$ cat src/rtl/csie_ram.sv
`timescale 1ns / 1ps
// ----------------------------------------------------------------------------
// csie_ram
// Generic single-write, single-read synchronous RAM with registered read.
// ----------------------------------------------------------------------------
module csie_ram #(
   parameter int WIDTH = 8,
   parameter int DEPTH = 256
) (
   input  logic                     clock,
   input  logic                     wr_en,
   input  logic [$clog2(DEPTH)-1:0] wr_addr,
   input  logic [WIDTH-1:0]         wr_data,
   input  logic [$clog2(DEPTH)-1:0] rd_addr,
   output logic [WIDTH-1:0]         rd_data
);

   logic [WIDTH-1:0] mem [DEPTH];
   logic [WIDTH-1:0] rd_data_ff;

   always_ff @(posedge clock) begin
      if (wr_en) begin
         mem[wr_addr] <= wr_data;
      end
      rd_data_ff <= mem[rd_addr];
   end

   assign rd_data = rd_data_ff;

endmodule

$ cat config.mk
export PLATFORM = sky130hd
export DESIGN_NAME = csie_ram
export DESIGN_NICKNAME = d
export VERILOG_FILES = /design/src/rtl/csie_ram.sv
export SDC_FILE = /design/constraint.sdc
export NUM_CORES = 2
export LEC_CHECK = 0
export BUFFER_PORTS_ARGS = -buffer_cell sky130_fd_sc_hd__buf_4
export CORE_MARGIN = 1.5
export CORE_UTILIZATION = 40
export CTS_BUF_LIST = sky130_fd_sc_hd__clkbuf_4 sky130_fd_sc_hd__clkbuf_8
export DETAILED_ROUTE_END_ITERATION = 7
export PLACE_DENSITY = 0.62
export SLEW_MARGIN = 0
export SYNTH_ARGS = -nofsm -noshare
export SYNTH_HDL_FRONTEND = slang
export SYNTH_SLANG_ARGS = --single-unit
$ cat constraint.sdc
create_clock -name clock -period 3.4 [get_ports clock]
set_input_delay 0.51 -clock clock [delete_from_list [all_inputs] [get_ports clock]]
set_output_delay 0.51 -clock clock [all_outputs]
set_load 0.01 [all_outputs]
==> flow_summary_export.csv <==
group,metric,value,unit
sta,skew,0.0697,ns
setup_path,cp.required,4.33,ns
place,place_ws,-0.480,ns
sta,rsz0062_at_grt,"false",
setup_path,start_kind,"register",
min_path,whs_path_depth,1,
grt,grt_use_total,20.1,%
sta,setup_violations,0,
layout,final_cell_area,92900,sq um
run,maxCapViolCount,0,
place,hpwlAfterDp,130,mm
sta,hold_violations,0,
synthesis,synth_nets,3759,
synthesis,syn_inst,3733,
route,drt_pre_antenna_iters,5,
grt,grt_pass1_wl,295,mm
layout,multi_input_area,16500,sq um
synthesis,ys_seq_area_share,77.5,%
min_path,hp-class,"in -> reg",
route,wirelength,205,mm
setup_path,r2r-end,"rd_data[5]",
layout,areaGrowthSynthToFinish,16.8,%
die,dieArea,202000,sq um
synthesis,synth-edff-count,2048,
place,portBuffers,33,
setup_path,crit_path_max_fanout,1,
place,gp_congestion,0.849,
layout,regArea,61700,sq um
power_and_ir_drop,p_leak,0.0298,uW
synthesis,ys.warnings.count,0,
die,start_util,40.3,%
clocking,cts_tree,"built",
synthesis,yosys-top-cells-area,"edfxtp_1 77%, mux4_2 13%, mux2i_1 1.7%, nor2_1 1.3%, a22oi_1 1.3%",
sta,fin_ws,0.285,ns
setup_path,crit_arrival,4.05,ns
synthesis,synthArstFlopShare,0,%
die,die_h,449,um
setup_path,r2r-start,"mem[83][5]",
power_and_ir_drop,ir_drop,0.000461,V
die,rows,163,
min_path,min_to,"mem[153][0]",
die,num_io_pins,34,
sta,fmax,321,MHz
clocking,insertion_delay,1.04,ns
route,antenna_left,0,
synthesis,synthesis.area,79600,sq um
clocking,numCtsBuffers,348,
setup_path,crit_type,"reg -> reg",
synthesis,avgSynthCellArea,21.3,sq um
route,drc,0,
die,die_x,449,um
setup_path,critPathCaptureType,"register",
route,top_layer_used,"met5",
place,dp_cells,6697,
route,viasPerCell,5.63,
die,core,197000,sq um
route,drt-initial-drc-count,5076,
synthesis,synth_ff_type,"edfxtp_1",
layout,fill_cells,16500,
grt,grt_max_degree,106,
clocking,cts.sinks,2056,
grt,grt-ovfl-total,0,
clocking,ctsResizeCount,0,
clocking,clk_path_buf_depth,4,
sta,relSlewSlack,8.38,%
clocking,clkTransAtPathRegs,0.06,ns
power_and_ir_drop,power.density_cell_area,559,nW/um^2
layout,layout.cells.non_filler,7307,
synthesis,synth_top_area_share,77.3,%
sta,finalMaxSlewViolations,0,
grt,first_global_vias,41600,
synthesis,synth_commonest_cells,"2048 x edfxtp_1, 454 x mux4_2, 282 x nor2_1, 134 x mux2i_1, 133 x a22oi_1",
layout,drive_gt1_share,33.4,%
route,routed-wl-met2,97.6,mm
clocking,h-tree-depth,5,
synthesis,yosysMostFrequentCell,"edfxtp_1",
layout,nets,4439,
route,wl_per_cell,28.0,um
sta,fin_crit,3.11,ns
route,route.met3.wl,16.8,mm
sta,tightest_slew,1.36,ns
run_status,status,"complete, no violations",
min_path,hold_path.startpoint,"wr_data[0]",
place,placed_cell_area,86300,sq um
route,met1Wirelength,83.1,mm
clocking,cts_root_buf,"clkbuf_8",
synthesis,ys_ff_latch,2056,
synthesis,ys_types,55,
route,vias,41100,
synthesis,yosysTopAreaCell,"edfxtp_1",
grt,grt_antenna_before_repair,12,
setup_path,worstRegToRegCells,7,
sta,timing.final.crit_share,91.6,%
setup_path,reg2reg_setup_slack,0.29,ns
cell type report:
type | count | share of cell area (%)
timing repair buffer | 563 | 5.28
multi-input combinational | 1442 | 17.7
clock buffer | 465 | 6.19
tap | 2640 | 3.55
clock inverter | 130 | 0.851
sequential | 2056 | 66.3
inverter | 2 | 0.00808
antenna | 9 | 0.0242
state kept, by name, summed over array words and instances, names as in the netlist:
name	flops
rd_data	8
mem	2048
through the flow:
| stage | TNS (ns) | utilization, % | power [uW] | hold slack (ns) |
|---|---|---|---|---|
| after floorplan | 0 | - | 29900 | 0.609 |
| after global placement | -2.71 | 43.7 | 31300 | 0.998 |
| after detailed placement | -2.15 | 43.7 | 31300 | 1.03 |
| after CTS | 0 | 47.1 | 52400 | 0.0292 |
| after global routing | 0 | 47.1 | 53600 | 0.0624 |
| final | 0 | 47.1 | 52000 | 0.0860 |
metal layers:
metal  vias to the layer above  track usage (%)
met5                         -                0
met4                         4             6.95
met3                       372             3.85
li1                      17100                -
met2                      1925             31.7
met1                     21700             28.0
report_power, final:
part	switching, uW	internal (uW)
clock	9680	11600
sequential	61.1	27900
combinational	1710	1040
worst max-delay path by stage:
stage	from	to	slack, ns	depth (start not counted)
after CTS	mem[83][5]	rd_data[5]	0.33	7
after detailed placement	rd_addr[0]	rd_data[3]	-0.48	9
after global routing	mem[83][5]	rd_data[5]	0.28	7
after floorplan	rd_addr[0]	rd_data[2]	0.95	9
final	mem[83][5]	rd_data[5]	0.29	7
after global placement	rd_addr[0]	rd_data[7]	-0.55	8
cell families after synthesis:
logic type	after synthesis	share of synthesized area, %
DFF	2056	77.5
muxes	591	14.6
and+or+nand+nor	466	2.63
AOI/OAI and AO/OA	385	3.42
buffers and inverters	235	1.83
repair_timing:
action,in CTS,in global routing
hold buffers,6,0
buffers inserted,0,0
endpoints found under the hold margin,317,0
cells in the final DEF, fill, tap and decap left out, types with 9 or more instances in the layout:
| cell | n |
|---|---|
| edfxtp_1 | 2048 |
| buf_4 | 500 |
| mux4_2 | 454 |
| clkbuf_8 | 363 |
| nor2_1 | 279 |
| mux2i_1 | 134 |
| a22oi_1 | 133 |
| clkbuf_4 | 103 |
| a21oi_1 | 96 |
| clkinv_1 | 74 |
| buf_12 | 47 |
| o221ai_1 | 46 |
| clkinv_2 | 39 |
| nand3_1 | 34 |
| nand2_1 | 33 |
| o22ai_1 | 28 |
| nor2b_1 | 28 |
| nor4_1 | 23 |
| nor3_1 | 22 |
| a211oi_1 | 16 |
| a221oi_1 | 13 |
| nand4_1 | 10 |
| o211ai_1 | 10 |
| o21ai_0 | 10 |
| diode_2 | 9 |
| buf_8 | 9 |
worst max-delay path: stages, from the launching register on:
cell      delay [ns]
edfxtp_1        0.36
mux4_2          0.46
a22o_1          0.28
a221oi_1        0.76
o32ai_1         0.33
nor3_1          0.53
buf_4           0.23
nor4_1          0.05
Power figures use the tool's default switching activity.
