<file path="src/rtl/csie_pkg.sv">
`timescale 1ns / 1ps
// ----------------------------------------------------------------------------
// csie_pkg
// Shared constants and types for the instruction execute block: opcodes,
// register file layout, data store geometry, flag and status types.
// ----------------------------------------------------------------------------
package csie_pkg;

   localparam int ADDR_BITS   = 12;
   localparam int STORE_DEPTH = 1 << ADDR_BITS;
   localparam int REG_COUNT   = 7;

   // register file slots: B C D E H L A
   localparam logic [2:0] RI_H = 3'd4;
   localparam logic [2:0] RI_L = 3'd5;
   localparam logic [2:0] RI_A = 3'd6;

   // operand codes inside the opcode
   localparam logic [2:0] CODE_M = 3'd6;
   localparam logic [2:0] CODE_A = 3'd7;

   localparam logic [7:0] OP_HLT = 8'h76;
   localparam logic [7:0] OP_ADI = 8'hC6;
   localparam logic [7:0] OP_ACI = 8'hCE;
   localparam logic [7:0] OP_LDA = 8'h3A;
   localparam logic [7:0] OP_STA = 8'h32;
   localparam logic [7:0] OP_OUT = 8'hD3;

   localparam logic [7:0] MASK_MVI = 8'hC7;
   localparam logic [7:0] BASE_MVI = 8'h06;
   localparam logic [7:0] MASK_MOV = 8'hC0;
   localparam logic [7:0] BASE_MOV = 8'h40;
   localparam logic [7:0] MASK_ADD = 8'hF8;
   localparam logic [7:0] BASE_ADD = 8'h80;
   localparam logic [7:0] BASE_ADC = 8'h88;

   typedef enum logic [1:0] {
      ST_DONE    = 2'd0,
      ST_HALTED  = 2'd1,
      ST_UNKNOWN = 2'd2,
      ST_PORT    = 2'd3
   } status_type;

   typedef struct packed {
      logic s;
      logic z;
      logic ac;
      logic p;
      logic cy;
   } flags_type;

   typedef struct packed {
      logic [7:0] sum;
      flags_type  flags;
   } alu_out_type;

endpackage

</file>
<file path="src/rtl/csie_alu.sv">
`timescale 1ns / 1ps
// ----------------------------------------------------------------------------
// csie_alu
// 8-bit adder with carry in, producing the sum and the S Z AC P CY flags.
// ----------------------------------------------------------------------------
module csie_alu (
   input  logic [7:0]            a,
   input  logic [7:0]            b,
   input  logic                  cin,
   output csie_pkg::alu_out_type result
);
   import csie_pkg::*;

   logic [8:0] sum_full;
   logic [4:0] sum_nibble;

   assign sum_full   = {1'b0, a} + {1'b0, b} + {8'd0, cin};
   assign sum_nibble = {1'b0, a[3:0]} + {1'b0, b[3:0]} + {4'd0, cin};

   always_comb begin
      result.sum      = sum_full[7:0];
      result.flags.s  = sum_full[7];
      result.flags.z  = (sum_full[7:0] == 8'd0);
      result.flags.ac = sum_nibble[4];
      // even parity sets P
      result.flags.p  = ~^sum_full[7:0];
      result.flags.cy = sum_full[8];
   end

endmodule

</file>
<file path="config.mk">
export PLATFORM = sky130hd
export DESIGN_NAME = csie_alu
export DESIGN_NICKNAME = d
export VERILOG_FILES = /design/src/rtl/csie_pkg.sv /design/src/rtl/csie_alu.sv
export SDC_FILE = /design/constraint.sdc
export NUM_CORES = 1
export LEC_CHECK = 0
export BUFFER_PORTS_ARGS = -buffer_cell sky130_fd_sc_hd__buf_2
export CAP_MARGIN = 20
export CORE_MARGIN = 2
export CORE_UTILIZATION = 25
export DETAILED_ROUTE_END_ITERATION = 8
export GPL_TIMING_DRIVEN = 1
export PLACE_DENSITY_LB_ADDON = 0.05
export SYNTH_ARGS = -nofsm -noshare
export SYNTH_HDL_FRONTEND = slang
export SYNTH_SLANG_ARGS = --single-unit
</file>
<file path="constraint.sdc">
create_clock -name vclk -period 3.3
set_input_delay 0.33 -clock vclk [all_inputs]
set_output_delay 0.33 -clock vclk [all_outputs]
set_load 0.03 [all_outputs]
</file>
==> metrics.txt, run 1 <==
Worst Path Max Fanout=2; WL final=a little over 900 um; Synth warnings=0; via density per instance=4.08; WHS=approximately 1.2 ns; Slowest cell on crit path=fa_1; average size of a mapped cell=8.56 sq um; Cell Rows=15; Yosys top cell area share=0.287; final setup fails=0; drt wl/cell=slightly above 8 um; P_int=around 130 uW; delay-heaviest family, CP=adder cells; GPL Wtd Cong=around 0.68; fin. max-slew vios=0; IO Pins=30; post-route setup TNS=0 ns; GR Overflow Total=0; initial antenna violation count=0; sequential cell area=0 sq um; max-cap violations=0; CP endpoint=result[1]; area delta synth->final=42.6%; crit path cell chain=buf_2 > inv_1 > fa_1 > fa_1 > nor2b_1 > o21ai_1 > nand2b_1 > a311oi_2 > xor2_1 > ha_1 > xnor2_2 > xnor2_2 > buf_2; fin crit period=3.11 ns; Antenna Nets Post-Route=0; core area=approximately 0.0018 sq mm; switching share of total power=0.591; Clk network pwr share=0; Clock Buffer Count=0; Syn Std Cell Area=~480 sq um; Reg power frac=0; PwrDens=approximately 480 mW/mm^2; Worst EP required=~3.0 ns; FMAX=0.321 GHz; Die Y=47.8 um; Hold Path Class=input port to output pin; critical path class=input port to output pin; largest net degree at the start of global routing=6; share of cells above drive strength 1=0.437; Syn Nets=86; die area=between 0.002 and 0.0025 sq mm; Levels on crit path=13; # diodes=0; final hold vios=0; top cell type by total area after synthesis=ha_1; Port Buffers=30; Worst Max-Slew Pin Slew=roughly 0.32 ns; via count=roughly 460; drt drc=0; vias in the first global route=~370; Worst Path Arrival=2.78 ns; CP startpoint=a[0]; seq_cells=0; crit share post-route=0.943; status=finished, final reports clean; Yosys cell types=22; first-pass GRT wire length=approximately 1400 um; sequential-to-total area share from yosys stat=0; WP buf/inv=3; Peak VDD IR=approximately 0.00027 V; Lkg Pwr=between 0.0003 and 0.0004 uW; CP max stage delay=between 0.4 and 0.5 ns; total power=approximately 320 uW; die width=approximately 48 um; DRT iter0 DRCs=2; Synth area leaders=ha_1, xnor2_1, inv_1; hold_buf cts=0; Syn Inst Count=56; DR pass1 iterations=2; Net Sw Power=192 uW; Initial Utilization=0.272; Detailed Place HPWL=around 900 um; combinational share of power=1.000; CP Capture Type=output pin; slew margin rel.=0.785; RSZ-0062 raised after global routing=false; total track usage=0.0809; Final #Nets=~120; Worst setup SP type=input port
==> power groups by stage <==
stage | combinational [uW] | sequential (uW) | clock [uW]
after detailed placement | 318 | 0 | 0
after global placement | 317 | 0 | 0
final | 325 | 0 | 0
after CTS | 319 | 0 | 0
after global routing | 356 | 0 | 0
after floorplan | 249 | 0 | 0
==> Yosys cell counts (all sizes together) <==
cell	n
o21a	2
xnor2	7
nor3	1
a31oi	1
or2b	1
a21oi	2
o21ai	2
a311o	1
xor2	4
and4	1
ha	11
o31ai	1
buf	1
nor2	2
and2	1
inv	11
nand2b	1
nor2b	3
fa	2
a311oi	1
==> metal layers <==
| layer | part of all wire | wire (um) | global-route usage |
|---|---|---|---|
| met1 | 0.51 | 461 | 0.121 |
| met2 | 0.43 | 394 | 0.139 |
| met3 | 0.059 | 54 | 0 |
| met4 | 0 | 0 | 0 |
| met5 | 0 | 0 | 0 |
==> kinds of logic (layout without fill, tap and decap cells) <==
group	after synthesis	count (layout)	share of synthesized area
xor+xnor	11	11	0.201
buf+inv	12	43	0.102
compound gates	10	10	0.185
simple gates	10	10	0.141
fa+ha+maj	13	13	0.371
==> worst min-delay path by stage <==
stage,from,end,cells past startpoint
global placement,b[7],result[4],4
finish,b[6],result[11],4
CTS,b[6],result[11],4
global route,b[6],result[11],4
detailed placement,b[7],result[12],4
floorplan,cin,result[5],3
==> per-stage QoR <==
step,utilization,setup slack [ns],instances,area [sq um]
after global placement,0.383,0.131,112,676
final,0.387,0.187,112,683
after global routing,0.387,0.0283,112,683
after detailed placement,0.383,0.124,112,676
after floorplan,-,0.0402,56,487
after CTS,0.383,0.126,112,676
==> layout make-up <==
class | instances | area (sq um)
fillers | 212 | 1080
inverters | 11 | 41.3
multi-input cells | 44 | 445
well taps | 25 | 31.3
repair buffers | 32 | 165
==> layout by cell type, fill, tap and decap left out, types with 2 or more instances in the layout <==
cell type	n
buf_2	30
inv_1	11
ha_1	11
xnor2_1	5
xor2_1	4
nor2b_1	2
o21a_1	2
a21oi_1	2
nor2_1	2
xnor2_2	2
fa_1	2
buf_4	2
==> what timing repair did <==
item / 4_1_cts / 5_1_grt
buffers inserted: 0 / 0
endpoints found under the setup margin: 0 / 1
gates resized for setup: 0 / 1
(Power assumes the default switching activity.)
==> run 2, diff against run 1 <==
Settings changed: ABC_AREA set to 1, CORE_ASPECT_RATIO set to 1.5.
==> run 2 against run 1 <==
Highest routed layer unchanged. First-iteration DRC count grew 100%. Largest power group unchanged. Via count rose by 30%. Core utilization fell by 4.0 points. Synthesized area grew 11%. Synthesized cell count is 59% higher. Global-route usage is 1.0 points higher.
==> metrics.txt, run 2 <==
Synth warnings=0 (unchanged); top cell type by total area after synthesis=ha_1 (unchanged); DR pass1 iterations=2 (unchanged); RSZ-0062 raised after global routing=false (unchanged); share of cells above drive strength 1=0.305 (was 0.437); GPL Wtd Cong=0.729 (was 0.681); Die Y=60.6 um (was 47.8 um); post-route non-filler standard cell count=140 (was 112); CP Capture Type=output pin (unchanged); fin. max-slew vios=0 (unchanged); Lkg Pwr=0.000477 uW (was 0.000383 uW); Most Used Layer, Global Route=met2 (unchanged); area occupied by multi-input gates=444 sq um (was 445 sq um); final setup fails=0 (unchanged); largest net degree at the start of global routing=7 (was 6); Cell Rows=20 (was 15); Yosys cell types=12 (was 22); GR Overflow Total=0 (unchanged); M3 GR Usage=0.00893 (was 0); Worst Path Max Fanout=3 (was 2); Placed Cells=140 (was 112); IO Pins=30 (unchanged); critical path class=input port to output pin (unchanged); average size of a mapped cell=6.00 sq um (was 8.56 sq um); Post-synth top cells=nand2_1, inv_1, ha_1 (was ha_1, inv_1, xnor2_1); core area=0.00203 sq mm (was 0.00176 sq mm); cts repair resizes=0 (unchanged); # diodes=0 (unchanged); vias in the first global route=522 (was 371); most common cell after layout, fill and taps aside=buf_2 (unchanged); Worst EP required=2.97 ns (about the same); Worst setup SP type=input port (unchanged); initial antenna violation count=0 (unchanged); Clock Buffer Count=0 (unchanged); fin crit period=2.94 ns (was 3.11 ns); Yosys top cell area share=0.258 (was 0.287); Final #Nets=150 (was 119); via count=595 (was 457); CP startpoint=a[0] (unchanged); final hold vios=0 (unchanged); Placement Setup Slack=0.316 ns (was 0.124 ns); Syn Std Cell Area=534 sq um (was 479 sq um); die area=0.00253 sq mm (was 0.00228 sq mm); WHS=1.14 ns (was 1.18 ns); Layout Utilization=0.348 (was 0.387); drt wl/cell=8.05 um (was 8.13 um); PwrDens=395 mW/mm^2 (was 476 mW/mm^2); # fillers=256 (was 212); Worst Path Arrival=2.61 ns (was 2.78 ns); Port Buffers=30 (unchanged); post-CTS setup repair buffer count=0 (unchanged); Detailed Place HPWL=1090 um (was 893 um); count leader, synth=nand2_1; Hold Path Class=input port to output pin (unchanged); FMAX=0.340 GHz (was 0.321 GHz); first-pass GRT wire length=1900 um (was 1410 um); status=finished, final reports clean (unchanged); Syn Nets=119 (was 86); crit share post-route=0.891 (was 0.943); post-route setup TNS=0 ns (unchanged); drt drc=0 (unchanged); Peak VDD IR=0.000158 V (was 0.000273 V); met1 GRT Util=0.0973 (was 0.121); die width=41.7 um (was 47.8 um); Antenna Nets Post-Route=0 (unchanged); most frequent cells in the layout=buf_2, nand2_1, inv_1 (was buf_2, inv_1, ha_1); Worst Max-Slew Pin Slew=0.269 ns (was 0.323 ns); Synth area leaders=ha_1, nand2_1, inv_1 (was ha_1, xnor2_1, inv_1); max-cap violations=0 (unchanged); Syn Inst Count=89 (was 56); CP endpoint=result[1] (unchanged); via density per instance=4.25 (was 4.08); total track usage=0.0909 (was 0.0809); hold_buf cts=0 (unchanged); seq_cells=0 (unchanged); PnR worst setup slack=0.361 ns (was 0.187 ns); WL final=1130 um (was 910 um); sequential cell area=0 sq um (unchanged); Initial Utilization=0.264 (was 0.272); DRT iter0 DRCs=4 (was 2); slew margin rel.=0.821 (was 0.785); met2 Use GR=0.199 (was 0.139); area delta synth->final=31.9% (was 42.6%); sequential-to-total area share from yosys stat=0 (unchanged)
[run 2: changes by cell type in the layout (fill, tap and decap cells not counted), sizes merged, moves of 2 or more]
cell | before | now
nand3 | 0 | 8
buf | 32 | 30
nor2b | 3 | 0
inv | 11 | 22
o21ai | 2 | 0
nand2 | 0 | 32
a21oi | 2 | 5
o21a | 2 | 0
xor2 | 4 | 0
[run 2: metal layers]
metal | share of wire | vias up | wire length [um]
met5 | 0 | - | 0
met4 | 0 | 0 | 0
met3 | 0.062 | 0 | 70
met2 | 0.56 | 17 | 627
met1 | 0.38 | 249 | 429
li1 | - | 329 | -
[run 2: power breakdown]
group / switching (uW) / internal (uW)
sequential: 0 / 0
combinational: 177 / 101
clock: 0 / 0
[run 2: layout make-up]
type | count | area share
Inverter | 22 | 0.117
Multi-Input combinational cell | 66 | 0.631
Timing Repair Buffer | 30 | 0.213
Tap cell | 22 | 0.0391
[run 2: how the worst min path moves through the flow]
stage,startpoint,endpoint,slack (ns),cells past startpoint
after floorplan,cin,result[5],1.00,3
after global placement,b[7],result[0],1.14,5
after detailed placement,b[7],result[0],1.15,5
after CTS,b[7],result[0],1.15,5
after global routing,b[7],result[0],1.17,5
final,b[7],result[0],1.14,5
[run 2: through the flow]
stage | cell area (sq um) | total power (uW)
5_1_grt | 704 | 307
4_1_cts | 704 | 285
6_report | 704 | 278
2_1_floorplan | 534 | 218
3_5_place_dp | 704 | 285
3_3_place_gp | 704 | 283
[run 2: cell families (layout without fill, tap and decap cells)]
| family | Yosys count | in the layout | share of synthesized area |
|---|---|---|---|
| compound gates | 5 | 5 | 0.0539 |
| simple gates | 42 | 42 | 0.333 |
| fa+ha+maj | 13 | 13 | 0.333 |
| xor+xnor | 6 | 6 | 0.112 |
| buf+inv | 23 | 52 | 0.169 |
[run 2: critical path, cell delays in order]
cell and delay [ns]:
buf_2 0.08, inv_1 0.04, fa_1 0.46, fa_1 0.41, inv_1 0.07, nand3_1 0.07, nand2_2 0.12, nand2_2 0.08
nand2_2 0.08, nand2_1 0.05, nand2_1 0.06, ha_1 0.23, xnor2_1 0.19, xnor2_1 0.13, buf_2 0.21
==> run 3, diff against run 2 <==
Settings changed: CORE_MARGIN 2 to unset.
==> run 3 against run 2 <==
Via count grew 1.7%. Critical path type unchanged. Critical endpoint unchanged. Maximum frequency is 1.2% lower. Critical path depth did not move.
==> metrics.txt, run 3 (synthesized netlist as in run 2, its figures left out) <==
Final #Nets=150 (unchanged); Worst Path Max Fanout=3 (unchanged); area delta synth->final=31.9% (unchanged); hold endpoint=result[0] (unchanged); Slowest cell on crit path=fa_1 (unchanged); Port Buffers=30 (unchanged); seq_cells=0 (unchanged); final hold vios=0 (unchanged); Lkg Pwr=0.000477 uW (unchanged); Peak VDD IR=0.000164 V (was 0.000158 V); Worst Max-Slew Pin Slew=0.270 ns (was 0.269 ns); fin crit period=2.97 ns (was 2.94 ns); PwrDens=397 mW/mm^2 (was 395 mW/mm^2); Die Y=58.6 um (was 60.6 um); die area=0.00233 sq mm (was 0.00253 sq mm); final setup fails=0 (unchanged); crit path cell chain=buf_2 > inv_1 > fa_1 > fa_1 > inv_1 > nand3_1 > nand2_2 > nand2_2 > nand2_2 > nand2_1 > nand2_1 > ha_1 > xnor2_1 > xnor2_1 > buf_2 (unchanged); first-pass GRT wire length=1880 um (was 1900 um); most frequent CP cell=nand2_2 (unchanged); post-route non-filler standard cell count=140 (unchanged); post-CTS setup repair buffer count=0 (unchanged); crit share post-route=0.901 (was 0.891); vias in the first global route=503 (was 522); cts repair resizes=0 (unchanged); Antenna Nets Post-Route=0 (unchanged); hold_buf cts=0 (unchanged); die width=39.7 um (was 41.7 um); CP Capture Type=output pin (unchanged); Worst Path Arrival=2.64 ns (was 2.61 ns); CP max stage delay=0.47 ns (was 0.46 ns); DRT iter0 DRCs=4 (unchanged); # fillers=252 (was 256); Placed Cells=140 (unchanged); # diodes=0 (unchanged); drt wl/cell=8.18 um (was 8.05 um); GR Overflow Total=0 (unchanged); FMAX=0.336 GHz (was 0.340 GHz); critical path class=input port to output pin (unchanged); via count=605 (was 595); fin. max-slew vios=0 (unchanged); post-route setup TNS=0 ns (unchanged); slew margin rel.=0.820 (was 0.821); most common cell after layout, fill and taps aside=buf_2 (unchanged); Clock Buffer Count=0 (unchanged); max-cap violations=0 (unchanged); DR pass1 iterations=2 (unchanged); sequential cell area=0 sq um (unchanged); Worst EP required=2.97 ns (about the same); Detailed Place HPWL=1070 um (was 1090 um); worst hold stages=5 (unchanged); hold wc startpoint=b[7] (unchanged); total track usage=0.106 (was 0.0909); share of cells above drive strength 1=0.305 (unchanged); drt drc=0 (unchanged); Initial Utilization=0.264 (unchanged); RSZ-0062 raised after global routing=false (unchanged); Worst setup SP type=input port (unchanged); status=finished, final reports clean (unchanged); initial antenna violation count=0 (unchanged); Cell Rows=20 (unchanged); most frequent cells in the layout=buf_2, nand2_1, inv_1 (unchanged); Hold Path Class=input port to output pin (unchanged); via density per instance=4.32 (was 4.25); IO Pins=30 (unchanged); largest net degree at the start of global routing=7 (unchanged); core area=0.00203 sq mm (unchanged); GPL Wtd Cong=0.674 (was 0.729); WL final=1150 um (was 1130 um)
[run 3: cell counts in the layout (fill, tap and decap cells not counted)]
Identical to the previous run, type by type.
[run 3: metal layers]
metal	wire length (um)	vias to the layer above	share of wire	GRT usage
met5	0	-	0	0
met3	52	0	0.045	0
met4	0	0	0	0
li1	-	332	-	-
met1	499	256	0.44	0.125
met2	594	17	0.52	0.213
[run 3: how the worst max path moves through the flow]
| stage | to | cells past startpoint | startpoint |
|---|---|---|---|
| 2_1_floorplan | result[1] | 8 | a[0] |
| 3_3_place_gp | result[1] | 15 | a[0] |
| 3_5_place_dp | result[1] | 15 | a[0] |
| 4_1_cts | result[1] | 15 | a[0] |
| 5_1_grt | result[1] | 15 | a[0] |
| 6_report | result[1] | 15 | a[0] |
[run 3: metrics by stage]
step	setup WS [ns]	hold WS [ns]	power, uW	utilization	cell area [sq um]
floorplan	0.0908	1.00	218	-	534
global placement	0.312	1.14	284	0.348	704
detailed placement	0.289	1.15	285	0.348	704
CTS	0.285	1.15	286	0.348	704
global route	0.113	1.19	309	0.348	704
finish	0.326	1.14	280	0.348	704
[run 3: worst max-delay path, delay by kind of cell]
family	cells	cell delay, ns
AND/OR/NAND/NOR	6	0.48
buffers and inverters	4	0.39
XOR/XNOR	2	0.31
adder cells (fa/ha/maj)	3	1.12
[run 3: area by class of cell]
class | instances | area [sq um] | area share
Multi-Input combinational cell | 66 | 444 | 0.631
Timing Repair Buffer | 30 | 150 | 0.213
Tap cell | 22 | 27.5 | 0.0391
Inverter | 22 | 82.6 | 0.117
[run 3: power by group]
group          total (uW)  switching, uW  internal, uW
Clock                   0              0             0
Sequential              0              0             0
Combinational         280            178           102
Total                 280            178           102
